===== src/sv/ocs_pkg.sv =====
// ----------------------------------------------------------------------------
// ocs_pkg
// Shared types and constants of the OFDM timing and frequency offset
// synchronizer: controller commands, datapath status and CORDIC tables.
// ----------------------------------------------------------------------------
package ocs_pkg;

    localparam int CORDIC_STEPS = 14;
    localparam int GAIN_COMP    = 19898;
    localparam int CW           = 48;
    localparam int ZW           = 18;
    localparam int PER_W        = 14;

    typedef enum logic [1:0] {
        CFG_FFT_LEN   = 2'd0,
        CFG_CP_LEN    = 2'd1,
        CFG_BLOCK_LEN = 2'd2,
        CFG_SYNC_EN   = 2'd3
    } cfg_idx_t;

    typedef struct packed {
        logic load;
        logic clr;
        logic fetch;
        logic mul;
        logic acc;
        logic cord_run;
        logic gain;
        logic rnd;
        logic pwr_re;
        logic pwr_im;
        logic cmp;
        logic angle;
        logic div_q_ld;
        logic div_r_ld;
        logic div_run;
        logic step_set;
        logic lock;
        logic blk_done;
        logic out_load;
    } cmd_t;

    typedef struct packed {
        logic bypass;
        logic cfg_wr;
        logic clr_last;
        logic cord_last;
        logic div_last;
        logic in_window;
        logic take;
        logic blk_end;
        logic blk_long;
        logic locked;
        logic out_free;
    } stat_t;

    function automatic logic [ZW-1:0] atan_lut(input logic [3:0] i);
        logic [ZW-1:0] a;
        case (i)
            4'd0:    a = ZW'(8192);
            4'd1:    a = ZW'(4836);
            4'd2:    a = ZW'(2555);
            4'd3:    a = ZW'(1297);
            4'd4:    a = ZW'(651);
            4'd5:    a = ZW'(326);
            4'd6:    a = ZW'(163);
            4'd7:    a = ZW'(81);
            4'd8:    a = ZW'(41);
            4'd9:    a = ZW'(20);
            4'd10:   a = ZW'(10);
            4'd11:   a = ZW'(5);
            4'd12:   a = ZW'(3);
            4'd13:   a = ZW'(1);
            default: a = '0;
        endcase
        return a;
    endfunction

endpackage


===== src/sv/ocs_ctrl.sv =====
// ----------------------------------------------------------------------------
// ocs_ctrl
// Sequencer: steps one sample through fetch, correlation, rotation, peak
// search and the per-block divisions, and runs the memory clearing pass.
// ----------------------------------------------------------------------------
module ocs_ctrl (
    input  logic           aclk,
    input  logic           aresetn,
    input  logic           s_tvalid,
    output logic           s_tready,
    input  ocs_pkg::stat_t stat,
    output ocs_pkg::cmd_t  cmd
);

    typedef enum logic [18:0] {
        ST_IDLE   = 19'h00001,
        ST_CLEAR  = 19'h00002,
        ST_FETCH  = 19'h00004,
        ST_MUL    = 19'h00008,
        ST_ACC    = 19'h00010,
        ST_ROT    = 19'h00020,
        ST_GAIN   = 19'h00040,
        ST_RND    = 19'h00080,
        ST_PWR_RE = 19'h00100,
        ST_PWR_IM = 19'h00200,
        ST_CMP    = 19'h00400,
        ST_VEC    = 19'h00800,
        ST_ANGLE  = 19'h01000,
        ST_BLK    = 19'h02000,
        ST_DIVQ   = 19'h04000,
        ST_STEP   = 19'h08000,
        ST_DIVR   = 19'h10000,
        ST_LOCK   = 19'h20000,
        ST_OUT    = 19'h40000
    } state_t;

    state_t state_reg, state_next;

    always_ff @(posedge aclk) begin
        if (!aresetn) begin
            state_reg <= ST_CLEAR;
        end else begin
            state_reg <= state_next;
        end
    end

    always_comb begin
        cmd        = '0;
        s_tready   = 1'b0;
        state_next = state_reg;
        unique case (state_reg)
            ST_IDLE: begin
                s_tready = 1'b1;
                if (s_tvalid) begin
                    cmd.load   = 1'b1;
                    state_next = stat.bypass ? ST_OUT : ST_FETCH;
                end
            end
            ST_CLEAR: begin
                cmd.clr = 1'b1;
                if (stat.clr_last) begin
                    state_next = ST_IDLE;
                end
            end
            ST_FETCH: begin
                cmd.fetch  = 1'b1;
                state_next = ST_MUL;
            end
            ST_MUL: begin
                cmd.mul    = 1'b1;
                state_next = ST_ACC;
            end
            ST_ACC: begin
                cmd.acc    = 1'b1;
                state_next = ST_ROT;
            end
            ST_ROT: begin
                cmd.cord_run = 1'b1;
                if (stat.cord_last) begin
                    state_next = ST_GAIN;
                end
            end
            ST_GAIN: begin
                cmd.gain   = 1'b1;
                state_next = ST_RND;
            end
            ST_RND: begin
                cmd.rnd    = 1'b1;
                state_next = stat.in_window ? ST_PWR_RE : ST_BLK;
            end
            ST_PWR_RE: begin
                cmd.pwr_re = 1'b1;
                state_next = ST_PWR_IM;
            end
            ST_PWR_IM: begin
                cmd.pwr_im = 1'b1;
                state_next = ST_CMP;
            end
            ST_CMP: begin
                cmd.cmp    = 1'b1;
                state_next = stat.take ? ST_VEC : ST_BLK;
            end
            ST_VEC: begin
                cmd.cord_run = 1'b1;
                if (stat.cord_last) begin
                    state_next = ST_ANGLE;
                end
            end
            ST_ANGLE: begin
                cmd.angle  = 1'b1;
                state_next = ST_BLK;
            end
            ST_BLK: begin
                if (stat.blk_end && stat.blk_long) begin
                    cmd.div_q_ld = 1'b1;
                    state_next   = ST_DIVQ;
                end else begin
                    cmd.blk_done = 1'b1;
                    state_next   = ST_OUT;
                end
            end
            ST_DIVQ: begin
                cmd.div_run = 1'b1;
                if (stat.div_last) begin
                    state_next = ST_STEP;
                end
            end
            ST_STEP: begin
                cmd.step_set = 1'b1;
                if (stat.locked) begin
                    cmd.blk_done = 1'b1;
                    state_next   = ST_OUT;
                end else begin
                    cmd.div_r_ld = 1'b1;
                    state_next   = ST_DIVR;
                end
            end
            ST_DIVR: begin
                cmd.div_run = 1'b1;
                if (stat.div_last) begin
                    state_next = ST_LOCK;
                end
            end
            ST_LOCK: begin
                cmd.lock     = 1'b1;
                cmd.blk_done = 1'b1;
                state_next   = ST_OUT;
            end
            ST_OUT: begin
                if (stat.out_free) begin
                    cmd.out_load = 1'b1;
                    state_next   = ST_IDLE;
                end
            end
            default: begin
                state_next = ST_CLEAR;
            end
        endcase
        if (stat.cfg_wr) begin
            state_next = ST_CLEAR;
        end
    end

endmodule


===== config.mk =====
export PLATFORM = sky130hd
export DESIGN_NAME = ocs_ctrl
export DESIGN_NICKNAME = d
export VERILOG_FILES = /design/src/sv/ocs_pkg.sv /design/src/sv/ocs_ctrl.sv
export SDC_FILE = /design/constraint.sdc
export NUM_CORES = 1
export LEC_CHECK = 0
export BUFFER_PORTS_ARGS = -buffer_cell sky130_fd_sc_hd__buf_2
export CAP_MARGIN = 20
export CELL_PAD_IN_SITES_DETAIL_PLACEMENT = 0
export CELL_PAD_IN_SITES_GLOBAL_PLACEMENT = 1
export CORE_MARGIN = 3
export CORE_UTILIZATION = 41
export DETAILED_ROUTE_END_ITERATION = 8
export GPL_ROUTABILITY_DRIVEN = 0
export PLACE_DENSITY = 0.86
export REMOVE_ABC_BUFFERS = 1
export SYNTH_ARGS = -nofsm -noshare
export SYNTH_HDL_FRONTEND = slang
export SYNTH_SLANG_ARGS = --single-unit

===== constraint.sdc =====
create_clock -name aclk -period 3.4 [get_ports aclk]
set_input_delay 0.51 -clock aclk [delete_from_list [all_inputs] [get_ports aclk]]
set_output_delay 0.51 -clock aclk [all_outputs]
set_load 0.01 [all_outputs]

==> results_dict.tcl <==
set metrics [dict create \
    r2r_start "state_reg[17]" \
    cts_max_level 1 \
    die_x_um 61.1 \
    route.vias.total 1206 \
    routedWlPerCell_um 16.7 \
    finalCritPeriodShare_pct 83.6 \
    die_y_um 61.1 \
    p_seq_share_pct 57.5 \
    drive_gt1_share_pct 32.9 \
    maxCapViolCount 0 \
    initial_utilization_pct 44.0 \
    yosysUniqueCellTypes 46 \
    cts_resized 0 \
    pwr-share-comb_pct 12.9 \
    async_flop_share_pct 0 \
    startpoint_type "register" \
    yosysSeqAreaShare_pct 30.6 \
    drt_iter0_drc 63 \
    final_cell_mix "buf_2 (33), dfxtp_1 (19), nor3_1 (13)" \
    row_count 19 \
    place_ws_ns 0.897 \
    syn-cell-area_mm2 0.00124 \
    reg2reg_to "state_reg[7]" \
    cp_max_fo 9 \
    p_sw_mw 0.103 \
    slew_headroom_pct 59.0 \
    slew_violations 0 \
    grt.overflow.total 0 \
    clock-sinks 19 \
    ys_warn_count 0 \
    timing.final.crit_period_ns 2.84 \
    antenna_found_initial 0 \
    finalSetupViolations 0 \
    final_nets 188 \
    grt_pass1_vias 1178 \
    layout_commonest_cell "buf_2" \
    largest_register_ffs 19 \
    crit_arrival_ns 2.33 \
    swShare_pct 26.1 \
    avgViaCountPerCell 5.91 \
    rsz0062_at_grt "no" \
    hp-class "input port to register" \
    p_per_area_mw_per_mm2 266 \
    syn-instance-count 136 \
    fmax_mhz 352 \
    clock_skew_ns 0.00733 \
    synth.avg_cell_area_um2 9.15 \
    hold_depth 2 \
    clk_latency_ns 0.30 \
    critPathSlowestCell "nor4_4" \
    cts_buffer_depth 2 \
    ff2ff_path_depth 5 \
    clkPwrFrac_pct 29.6 \
    path_class "register to output pin" \
    synthFlopType "dfxtp_1" \
    max_stage_delay_ns 0.58 \
    p_leak_nw 0.609 \
    diodes 0 \
    yosys.area.top_type_share_pct 30.6 \
    fin_cells 204 \
    multi_input_area_um2 842 \
    rrSetupSlack_ns 1.20 \
    final-seq-area_um2 380 \
    finalSetupTns_ns 0 \
    cp_data_required_time_ns 2.89 \
    numPortBuffers 33 \
    dr.pass1.iters 4 \
    outcome "finished, final reports clean" \
    core_mm2 0.00283 \
    crit_family "simple AND/OR/NAND/NOR gates" \
    peakVddDrop_mv 0.143 \
    cts-root-buf "clkbuf_4" \
    route.antenna.remaining_nets 0 \
    ys_ff_latch 19 \
    cts_inserted_buffers 3 \
    grt_max_degree 11 \
    hold-path-endpoint "state_reg[2]" \
    n_fill_cell 285 \
    dp_cells 200 \
    drt-total-wl_mm 3.41 \
    hp-start "stat[10]" \
    crit_chain "nor4_4 -> nand4_1 -> nor3_1 -> and3b_1 -> buf_2" \
    internal_power_mw 0.291 \
    track_usage_pct 20.7 \
    cts_hold_buf 0 \
    dp_hpwl_mm 2.68 \
    drc 0 \
    cts_tree "done" \
    worst_slack_ns 0.557 \
    ios 34 \
    path_buf_inv 1 \
    synth_area_leaders "dfxtp_1 (31%), nor4_4 (6.8%), nor3_1 (5.2%)" \
    grt_pass1_wl_mm 5.68 \
    worst_slew_pin_slew_ns 0.614 \
    clk_pin_slew_worst_paths_ns 0.11 \
    synth_top_area_cell "dfxtp_1" \
    dieArea_mm2 0.00373 \
    cts_setup_buffers 0 \
    synth_edf_count 0 \
    crit_path_end_kind "output pin" \
    syn_to_final_growth_pct 18.5 \
    hold_viol 0 \
]
-- power groups by stage --
stage | sequential (mW) | clock (mW) | combinational, mW
2_1_floorplan | 0.231 | 0 | 0.0313
3_3_place_gp | 0.231 | 0 | 0.0497
3_5_place_dp | 0.231 | 0 | 0.0501
4_1_cts | 0.226 | 0.123 | 0.0504
5_1_grt | 0.227 | 0.132 | 0.0565
6_report | 0.226 | 0.116 | 0.0507
-- worst max-delay path by stage --
| stage | from | depth (start not counted) | end |
|---|---|---|---|
| after floorplan | state_reg[8] | 4 | cmd[5] |
| final | state_reg[17] | 5 | cmd[11] |
| after global placement | state_reg[8] | 5 | cmd[1] |
| after global routing | state_reg[8] | 5 | cmd[5] |
| after detailed placement | state_reg[17] | 5 | cmd[1] |
| after CTS | state_reg[17] | 5 | cmd[1] |
-- final cells by class --
cell class	instances	area share, %
clock buffers	4	1.78
inverters	6	1.53
multi-input cells	111	57.1
flip-flops and latches	19	25.8
well taps	31	2.63
repair buffers	33	11.2
-- cells by family after synthesis --
logic type      share of synthesized area, %
buf+inv                                 1.81
flops                                   30.6
xor+xnor                                2.81
compound gates                          12.8
simple gates                            52.1
-- per-stage QoR --
stage	util [%]	hold WS (ns)	instance area [µm²]	power, mW
final	52.1	0.402	1480	0.393
after global routing	52.1	0.399	1480	0.415
after CTS	52.1	0.385	1480	0.399
after detailed placement	51.2	0.561	1450	0.281
after global placement	51.2	0.551	1450	0.281
after floorplan	-	0.503	1240	0.262
-- routing by layer --
metal	wire, µm	vias up	track usage (%)
met5	0	-	0
met4	13	0	4.64
met3	236	2	6.29
met2	1600	45	32.2
met1	1560	558	28.2
li1	-	601	-
-- synthesized netlist by cell type (all sizes together) (3+ instances only) --
cell type and n:
nand3b 3, nand3 4, nand2b 3, nor4b 4, or3 4, nor3 13
nor4 7, nor2b 3, nor2 8, nor3b 5, nand4 5, or4b 3
xnor2 3, a21oi 5, nand2 8, and2 3, o21ai 4, and3 6
inv 6, dfxtp 19
-- worst reg2reg max path, cell delays in order, from the launching register on --
cell	delay (ns)
dfxtp_1	0.37
nor4_4	0.58
nand4_1	0.35
o22ai_2	0.35
a211oi_2	0.21
and3_1	0.23
No activity file was read; power rests on OpenSTA's default activity.
